File: config.mk
export PLATFORM = sky130hd
export DESIGN_NAME = delta_list_alarm_queue_core
export DESIGN_NICKNAME = d
export VERILOG_FILES = /design/src/dlaq_pkg.sv /design/src/delta_list_alarm_queue_core.sv
export SDC_FILE = /design/constraint.sdc
export NUM_CORES = 2
export LEC_CHECK = 0
export BUFFER_PORTS_ARGS = -buffer_cell sky130_fd_sc_hd__buf_2
export CAP_MARGIN = 30
export CORE_MARGIN = 2
export CORE_UTILIZATION = 35
export CTS_CLUSTER_SIZE = 30
export DETAILED_ROUTE_END_ITERATION = 10
export GPL_TIMING_DRIVEN = 0
export PLACE_DENSITY = 0.59
export SYNTH_ARGS = -nofsm -noshare
export SYNTH_HDL_FRONTEND = slang
export SYNTH_SLANG_ARGS = --single-unit
File: constraint.sdc
create_clock -name clk -period 6.8 [get_ports clk]
set_input_delay 0 -clock clk [delete_from_list [all_inputs] [get_ports clk]]
set_output_delay 0 -clock clk [all_outputs]
set_load 0.01 [all_outputs]
File: src/dlaq_pkg.sv
// Package with shared constants and codes for the delta-list alarm queue.
`timescale 1ns / 1ps

package dlaq_pkg;

  localparam int QueueDepth = 16;
  localparam int TimeBits   = 32;
  localparam int MaxResults = 16;

  localparam int DelayWidth = 32;
  localparam int TagWidth   = 8;
  localparam int KindWidth  = 2;
  localparam int InDataWidth = 2 * DelayWidth + TagWidth;

  typedef enum logic {
    REQ_ADD  = 1'b0,
    REQ_TICK = 1'b1
  } req_kind_t;

  typedef enum logic [KindWidth-1:0] {
    EV_ADDED    = 2'd0,
    EV_REJECTED = 2'd1,
    EV_FIRED    = 2'd2
  } event_kind_t;

endpackage

File: src/delta_list_alarm_queue_core.sv
// Delta-list alarm queue: many alarms sharing one countdown, stored by relative expiry.
`timescale 1ns / 1ps

// The queue holds up to QUEUE_DEPTH alarms sorted by expiry, each storing its delay
// relative to the alarm before it, so a tick only decrements the head. An add word
// (tuser 0) yields one word back: alarm added, or rejected when the queue is full.
// An accepted add walks the p entries before the insert point (at most the number of
// live entries) and then inserts, because one subtractor compares and subtracts one
// stored delta per cycle; a rejected add goes straight to its result word.
// A tick word (tuser 1) yields one fired word per expiring alarm, up to MaxResults,
// with tlast on the final one and nothing on an empty queue or when nothing expires.
// A tick that fires nothing decrements the head and returns to idle; each firing pops
// the head, and a fired alarm that reloads is walked back in. Each result word also waits
// while the previous one still sits unaccepted in the output register. The block
// accepts a new word only between requests; a result left in the output register does
// not stop the next word from being accepted.
module delta_list_alarm_queue_core #(
  parameter int QUEUE_DEPTH = dlaq_pkg::QueueDepth,
  parameter int TIME_BITS   = dlaq_pkg::TimeBits
) (
  input  logic                                 clk,
  input  logic                                 rst,
  input  logic                                 s_tvalid,
  output logic                                 s_tready,
  // first_delay [31:0], reload_interval [63:32], alarm_tag [71:64]
  input  logic [dlaq_pkg::InDataWidth-1:0]     s_tdata,
  // req_type
  input  logic                                 s_tuser,
  output logic                                 m_tvalid,
  input  logic                                 m_tready,
  // fired_tag
  output logic [dlaq_pkg::TagWidth-1:0]        m_tdata,
  // event_kind
  output logic [dlaq_pkg::KindWidth-1:0]       m_tuser,
  // last_of_run
  output logic                                 m_tlast
);

  localparam int PosW = (QUEUE_DEPTH > 1) ? $clog2(QUEUE_DEPTH) : 1;
  localparam int CntW = $clog2(QUEUE_DEPTH + 1);
  localparam int NumW = $clog2(dlaq_pkg::MaxResults + 1);
  localparam int DW   = dlaq_pkg::DelayWidth;
  localparam int TW   = dlaq_pkg::TagWidth;

  typedef enum logic [2:0] {
    ST_IDLE,
    ST_DEC,
    ST_FIRE,
    ST_WALK,
    ST_INSERT,
    ST_EMIT
  } state_t;

  state_t                 state;
  logic [CntW-1:0]        count;
  logic [PosW-1:0]        pos;
  logic [TIME_BITS-1:0]   rem;
  logic [TIME_BITS-1:0]   ins_reload;
  logic [TW-1:0]          ins_tag;
  logic                   is_tick;
  logic                   more;
  logic [NumW-1:0]        nfired;
  dlaq_pkg::event_kind_t  emit_kind;

  logic [TIME_BITS-1:0]   entry_delta  [QUEUE_DEPTH];
  logic [TIME_BITS-1:0]   entry_reload [QUEUE_DEPTH];
  logic [TW-1:0]          entry_tag    [QUEUE_DEPTH];

  logic [DW-1:0]          in_delay;
  logic [DW-1:0]          in_reload;
  logic [TW-1:0]          in_tag;
  logic [TIME_BITS-1:0]   delay_sat;
  logic [TIME_BITS-1:0]   delay_c;
  logic [TIME_BITS-1:0]   reload_c;

  logic [TIME_BITS-1:0]   rd_delta;
  logic [TIME_BITS-1:0]   sub_a;
  logic [TIME_BITS-1:0]   sub_b;
  logic [TIME_BITS:0]     sub_res;
  logic                   borrow;
  logic [TIME_BITS-1:0]   diff;
  logic                   out_free;
  logic                   load_out;
  logic                   more_now;
  logic                   accept;

  assign in_delay  = s_tdata[DW-1:0];
  assign in_reload = s_tdata[2*DW-1:DW];
  assign in_tag    = s_tdata[2*DW+TW-1:2*DW];

  generate
    if (TIME_BITS >= DW) begin : g_wide
      assign delay_sat = TIME_BITS'(in_delay);
      assign reload_c  = TIME_BITS'(in_reload);
    end else begin : g_narrow
      assign delay_sat = (|in_delay[DW-1:TIME_BITS]) ? '1 : in_delay[TIME_BITS-1:0];
      assign reload_c  = (|in_reload[DW-1:TIME_BITS]) ? '1 : in_reload[TIME_BITS-1:0];
    end
  endgenerate

  assign delay_c = (delay_sat == '0) ? TIME_BITS'(1) : delay_sat;

  assign s_tready = (state == ST_IDLE);
  assign accept   = s_tvalid && s_tready;
  assign out_free = !m_tvalid || m_tready;
  assign load_out = out_free &&
                    ((state == ST_FIRE && entry_delta[0] == '0) || state == ST_EMIT);
  assign rd_delta = entry_delta[pos];

  // Shared subtractor: tick decrement, list walk and successor fix-up.
  always_comb begin
    unique case (state)
      ST_DEC: begin
        sub_a = entry_delta[0];
        sub_b = TIME_BITS'(1);
      end
      ST_INSERT: begin
        sub_a = rd_delta;
        sub_b = rem;
      end
      default: begin
        sub_a = rem;
        sub_b = rd_delta;
      end
    endcase
  end

  assign sub_res = {1'b0, sub_a} - {1'b0, sub_b};
  assign borrow  = sub_res[TIME_BITS];
  assign diff    = sub_res[TIME_BITS-1:0];

  assign more_now = (count > CntW'(1)) && (entry_delta[1] == '0) &&
                    ((nfired + NumW'(1)) < NumW'(dlaq_pkg::MaxResults));

  always_ff @(posedge clk) begin
    if (rst) begin
      state    <= ST_IDLE;
      count    <= '0;
      nfired   <= '0;
      m_tvalid <= 1'b0;
    end else begin
      if (load_out) begin
        m_tvalid <= 1'b1;
      end else if (m_tready) begin
        m_tvalid <= 1'b0;
      end
      unique case (state)
        ST_IDLE: begin
          if (accept) begin
            rem        <= delay_c;
            ins_reload <= reload_c;
            ins_tag    <= in_tag;
            pos        <= '0;
            nfired     <= '0;
            more       <= 1'b0;
            if (s_tuser == dlaq_pkg::REQ_TICK) begin
              is_tick <= 1'b1;
              if (count != '0) begin
                state <= ST_DEC;
              end
            end else begin
              is_tick <= 1'b0;
              if (count == CntW'(QUEUE_DEPTH)) begin
                emit_kind <= dlaq_pkg::EV_REJECTED;
                state     <= ST_EMIT;
              end else begin
                state <= ST_WALK;
              end
            end
          end
        end
        ST_DEC: begin
          if (entry_delta[0] != '0) begin
            entry_delta[0] <= diff;
          end
          state <= ST_FIRE;
        end
        ST_FIRE: begin
          if (entry_delta[0] != '0) begin
            state <= ST_IDLE;
          end else if (out_free) begin
            m_tuser  <= dlaq_pkg::EV_FIRED;
            m_tdata  <= entry_tag[0];
            m_tlast  <= !more_now;
            for (int k = 0; k < QUEUE_DEPTH - 1; k++) begin
              entry_delta[k]  <= entry_delta[k+1];
              entry_reload[k] <= entry_reload[k+1];
              entry_tag[k]    <= entry_tag[k+1];
            end
            count  <= count - CntW'(1);
            nfired <= nfired + NumW'(1);
            more   <= more_now;
            if (entry_reload[0] != '0) begin
              rem        <= entry_reload[0];
              ins_reload <= entry_reload[0];
              ins_tag    <= entry_tag[0];
              pos        <= '0;
              state      <= ST_WALK;
            end else if (!more_now) begin
              state <= ST_IDLE;
            end
          end
        end
        ST_WALK: begin
          if (CntW'(pos) == count || borrow) begin
            state <= ST_INSERT;
          end else begin
            rem <= diff;
            pos <= pos + PosW'(1);
          end
        end
        ST_INSERT: begin
          for (int k = 0; k < QUEUE_DEPTH; k++) begin
            if (PosW'(k) == pos) begin
              entry_delta[k]  <= rem;
              entry_reload[k] <= ins_reload;
              entry_tag[k]    <= ins_tag;
            end else if (k > 0 && PosW'(k) > pos && CntW'(k) <= count) begin
              entry_delta[k]  <= (PosW'(k - 1) == pos) ? diff : entry_delta[k-1];
              entry_reload[k] <= entry_reload[k-1];
              entry_tag[k]    <= entry_tag[k-1];
            end
          end
          count <= count + CntW'(1);
          if (is_tick) begin
            state <= more ? ST_FIRE : ST_IDLE;
          end else begin
            emit_kind <= dlaq_pkg::EV_ADDED;
            state     <= ST_EMIT;
          end
        end
        ST_EMIT: begin
          if (out_free) begin
            m_tuser  <= emit_kind;
            m_tdata  <= ins_tag;
            m_tlast  <= 1'b1;
            state    <= ST_IDLE;
          end
        end
        default: begin
          state <= ST_IDLE;
        end
      endcase
    end
  end

  a_count_bound: assert property (@(posedge clk) disable iff (rst)
    count <= CntW'(QUEUE_DEPTH))
    else $error("entry count exceeds queue depth");

  a_count_step: assert property (@(posedge clk) disable iff (rst)
    !$past(rst) |-> (count == $past(count) || count == $past(count) + CntW'(1) ||
                     count == $past(count) - CntW'(1)))
    else $error("entry count moved by more than one");

  a_reject_full: assert property (@(posedge clk) disable iff (rst)
    (accept && s_tuser == dlaq_pkg::REQ_ADD && count == CntW'(QUEUE_DEPTH)) |=>
      (state == ST_EMIT && emit_kind == dlaq_pkg::EV_REJECTED))
    else $error("add on a full queue was not rejected");

  a_fire_limit: assert property (@(posedge clk) disable iff (rst)
    nfired <= NumW'(dlaq_pkg::MaxResults))
    else $error("too many alarms fired on one tick");

endmodule

# Yosys cells after proc, flatten, opt, wreduce, memory -nomap -nowiden

Memories as Yosys holds them, arrays and structs flattened. A register that Yosys moved wholly into a read port is not among the register bits.
Cells that the tools add are included.

$add $sub $neg: 5
Multiply operators: 0
Divide/modulo/power cells: 0
Order comparisons: 32
Eq/ne operators: 35
Shifts and indexed selects: 0
Multiplexer cells: 321
Bitwise gates (word level): 92
Reduce and logical (&&, ||, !) cells: 48

Operators by type and width:

| cell                                                          | count |
|---|---|
| 2-to-1 mux 32 bit                                             | 83 |
| 2-to-1 mux 8 bit                                              | 37 |
| one-hot mux 32 bit (2 select lines)                           | 3 |
| 2-to-1 mux 1 bit                                              | 157 |
| zero test 32 bit                                              | 3 |
| one-hot mux 32 bit (3 select lines)                           | 1 |
| bitwise OR 1 bit                                              | 91 |
| nonzero test 32 bit                                           | 2 |
| less-or-equal comparator 4 x 5 -> 1 bit, first input constant | 8 |
| 2-to-1 mux 3 bit                                              | 11 |
| subtractor 32 x 32 -> 33 bit                                  | 1 |
| == test 4 bit, first input constant                           | 8 |
| greater-than comparator 4 bit, first input constant           | 8 |
| one-hot mux 8 bit (2 select lines)                            | 2 |
| 2-to-1 mux 5 bit                                              | 5 |
| 2-to-1 mux 4 bit                                              | 6 |
| less-or-equal comparator 3 x 5 -> 1 bit, first input constant | 4 |
| logical AND 1 bit                                             | 20 |
| one-hot mux 5 bit (2 select lines)                            | 2 |
| one-hot mux 3 bit (6 select lines)                            | 1 |
| AND reduction 6 bit                                           | 3 |
| == test 3 x 4 -> 1 bit, first input constant                  | 4 |
| greater-than comparator 3 x 4 -> 1 bit, first input constant  | 4 |
| 2-to-1 mux 2 bit                                              | 8 |
| 35 further kinds                                              | 61 |

Bits in registers: 105
Bits in latches: 0
Memory bits (writable): 1152
Memory bits (read-only): 0
Output and inout bits: 13
Logic and storage cells: 550
Memories kept: 3

Memories:

| name         | depth | bits a word | rd ports | clocked after Yosys merged registers in | write ports | line                              | RTL |
|---|---|---|---|---|---|---|---|
| entry_delta  | 16    | 32          | 17       | 1                                       | 16          | delta_list_alarm_queue_core.sv:65 | `logic [TIME_BITS-1:0] entry_delta [QUEUE_DEPTH];` |
| entry_reload | 16    | 32          | 16       | 0                                       | 16          | delta_list_alarm_queue_core.sv:66 | `logic [TIME_BITS-1:0] entry_reload [QUEUE_DEPTH];` |
| entry_tag    | 16    | 8           | 16       | 0                                       | 16          | delta_list_alarm_queue_core.sv:67 | `logic [TW-1:0] entry_tag [QUEUE_DEPTH];` |

# Logic depth before layout (Yosys ltp)

Depth in word-level cells: 9
Mapped depth: 19
Depth with buffers taken out: 14

# Least setup slack after synthesis

Ideal clock, no wire load.

Path kind: register to register
Start point: reg state[0]
End point: mem entry_delta[11][0] (netlist name), enable pin
Setup time: 0.602 ns
Data arrival time: 6.566 ns
Required time: 6.198 ns
Path slack: -0.368 ns
Stages on the path, launching flop included: 8
Buffers on the path: 4
Clock period less this slack: 7.168 ns
Cell sequence: dfxtp_1 > clkbuf_1 > nor3b_4 > nand2b_1 > buf_2 > clkbuf_1 > clkbuf_1 > o21ai_0

RTL lines:

| what                     | line                               | RTL |
|---|---|---|
| start: declaration       | delta_list_alarm_queue_core.sv:54  | `state_t state;` |
| start signal: assignment | delta_list_alarm_queue_core.sv:226 | `state <= more ? ST_FIRE : ST_IDLE;` |
| end: declaration         | delta_list_alarm_queue_core.sv:65  |  |

==> run metrics <==
Clock Latency Late Sink=0.84 ns; final setup skew=0.0553 ns; DR vias=69900; Final nets=8161; H-tree levels=4; fin crit share=99.8%; Slowest cell on crit path=or3_1; Cells after DPL=10500; register area=0.0377 mm^2; DR pass1 iterations=9; min-delay worst type=in2reg; non-filler cells, final=10800; share of the synthesized area in the top cell type=51.7%; Clock Pin Slew Worst Setup and Hold Paths=0.06 ns; worst-path cell chain=clkbuf_2 -> clkbuf_2 -> buf_1 -> mux4_2 -> mux4_2 -> a22oi_1 -> ha_1 -> buf_2 -> a21oi_1 -> o21ai_1 -> nor4_4 -> a211oi_2 -> or3_1 -> and2_0 -> a221o_1; most frequent cell after synthesis=nand2_1; status=finished, final reports clean; IO Port Bufs=89; CTS root buf=clkbuf_16; Inserted Clock Buffers=145; CP Data Arrival Time=7.37 ns; Pleak=29.4 nW; Chip Width=458 um; #FFs+latches synth=1260; worst ir drop on vdd=0.000282 V; RSZ-0062 raised after global routing=no; die area=0.210 mm^2; vias in the first global route=67300; DP HPWL=298 mm; Setup crit end kind=register; dpl ws=-1.09 ns; Die Y=458 um; Max Fclk=147 MHz; # rows=166; main flop type after synthesis=edfxtp_1; Placeable Area=0.205 mm^2; largest net degree at the start of global routing=60; Slew HR=23.7%; final wirelength=372 mm; synth cell count leaders=2181 x nand2_1, 1242 x edfxtp_1, 613 x clkbuf_1, 609 x nor2_1, 420 x a22oi_1; endpoints failing hold=0; Final Max Tran Viols=0; Initial Utilization=35.2%; drt drc=0; share of post-route cells with drive strength above 1=9.28%; Distinct cells, synth=83; Synth Net Count=7712; Async SR Flop Fraction=0%; sequential element share of the synthesized area=52.2%; Vias/cell=6.44; largest stage delay on the critical path=0.71 ns; family with the most delay on the worst path=buffers and inverters; GPL Wtd Cong=1.09; Post-synth EDFFs=1242; Mapped Cells=7593; Tot GR Track Use=34.4%; IO Count=90; drt initial violations=11100; fin util=40.9%; filler cell count in the final layout=20500; clk buf depth=3; DR WL/cell=34.3 um; placed cell area=0.0777 mm^2; Post-DRT Antenna Nets=0; GR Overflow Total=0; count of maximum capacitance violations=0; CTS tree=done; syn avg cell area=9.51 um^2; Layout area overhead=15.9%; Final min period=6.79 ns; CP required=7.38 ns; Tightest Pin Transition=1.14 ns; total clock sinks=1260; critical path launch point type=register; WS Path Type=reg2reg; Yosys top cell by area=edfxtp_1; multi-input combinational cell area=0.0317 mm^2; final setup vio count=0; CP max FO=10; first-pass GRT wire length=510 mm; Crit path buffers/inverters=4; top cells by area, synth=edfxtp_1 52%, nand2_1 11%, mux4_2 5.0%; PnR worst setup slack=0.0137 ns; final instance area=0.0837 mm^2; Yosys warnings=0; pwr/cell area=295 mW/mm^2; synthesized area=0.0722 mm^2; initial antenna violation count=25
-- final cells by class --
| type | count | share of cell area [%] |
|---|---|---|
| Sequential cell | 1260 | 45.0 |
| Multi-Input combinational cell | 5522 | 37.9 |
| Clock buffer | 172 | 4.60 |
| Tap cell | 2688 | 4.02 |
| Timing Repair Buffer | 309 | 3.83 |
| Buffer | 781 | 3.70 |
| Clock inverter | 87 | 0.872 |
| Inverter | 23 | 0.103 |
| Antenna cell | 3 | 0.00897 |
-- power breakdown --
part / switching [mW] / internal, mW
Clock: 3.62 / 4.29
Combinational: 6.01 / 2.02
Sequential: 0.0787 / 8.69
-- flip-flops by register name, indices dropped and copies added (netlist names), 2 cells and up, named ones only --
name,flops
m_tuser,2
rem,32
entry_delta,512
entry_tag,128
count,5
state,3
ins_tag,8
pos,4
entry_reload,512
ins_reload,32
nfired,5
m_tdata,8
-- cells in the final DEF (no fill, tap or decap), types with 40 or more instances in the layout --
cell type / Yosys / final
dlygate4sd3_1: 0 / 107
edfxtp_1: 1242 / 1242
nor2_1: 609 / 607
o31ai_1: 40 / 40
o22ai_1: 57 / 57
mux4_2: 160 / 160
nand2_1: 2181 / 2171
a22oi_1: 420 / 418
ha_1: 41 / 40
clkbuf_1: 613 / 609
a31oi_1: 406 / 405
mux2i_1: 130 / 129
o211ai_1: 55 / 55
buf_2: 82 / 170
o21ai_0: 299 / 294
clkbuf_16: 0 / 149
a21oi_1: 395 / 393
buf_1: 88 / 85
nand3_1: 119 / 116
a211oi_1: 146 / 143
-- stage by stage --
step | setup TNS, ns | total power, mW | hold slack, ns
final | 0 | 24.7 | 0.0246
after global routing | 0 | 24.9 | 0.0474
after CTS | 0 | 24.2 | 0.00164
after detailed placement | -221.28 | 16.4 | 0.273
after global placement | -3205.14 | 15.9 | 0.271
after floorplan | -106.00 | 12.2 | 0.0975
-- routing by layer --
layer | track usage (%) | up-vias | wire [um]
li1 | - | 28800 | -
met1 | 41.7 | 34700 | 131000
met2 | 52.3 | 5233 | 162000
met3 | 8.86 | 1184 | 43900
met4 | 26.4 | 10 | 34800
met5 | 0 | - | 175
-- final timing paths --
| check | startpoint | to | slack (ns) | depth (start not counted) |
|---|---|---|---|---|
| setup reg to reg | register | entry_delta[13][28] | 0.01 | 15 |
| hold / removal | s_tdata[18] | rem[18] | 0.02 | 4 |
| hold reg to reg | nfired[4] | nfired[4] | 0.53 | 2 |
| setup / recovery | register | entry_delta[13][28] | 0.01 | 15 |
-- kinds of logic after synthesis --
kind of cell,count (synthesis),share of synthesized area [%]
simple gates,3149,17.5
compound gates,1994,17.8
flops,1260,52.2
buf+inv,811,4.38
mux,304,7.01
fa+ha+maj,42,0.738
xor+xnor,33,0.421
-- what timing repair did --
item	in CTS	in global routing
cloned	0	0
endpoints found under the hold margin	82	0
setup buffers	0	5
gates resized for setup	30	24
pin swaps	0	4
endpoints found under the setup margin	405	163
hold buffers	107	0
-- worst register-to-register path, stage by stage, from the launching register on --
cell,delay [ns]
dfxtp_1,0.33
clkbuf_2,0.35
clkbuf_2,0.54
buf_1,0.65
mux4_2,0.49
mux4_2,0.54
a22oi_1,0.40
ha_1,0.34
buf_2,0.19
a21oi_1,0.26
o21ai_1,0.22
nor4_4,0.46
a211oi_2,0.19
or3_1,0.71
and2_0,0.48
a221o_1,0.41
(Power assumes the default switching activity.)
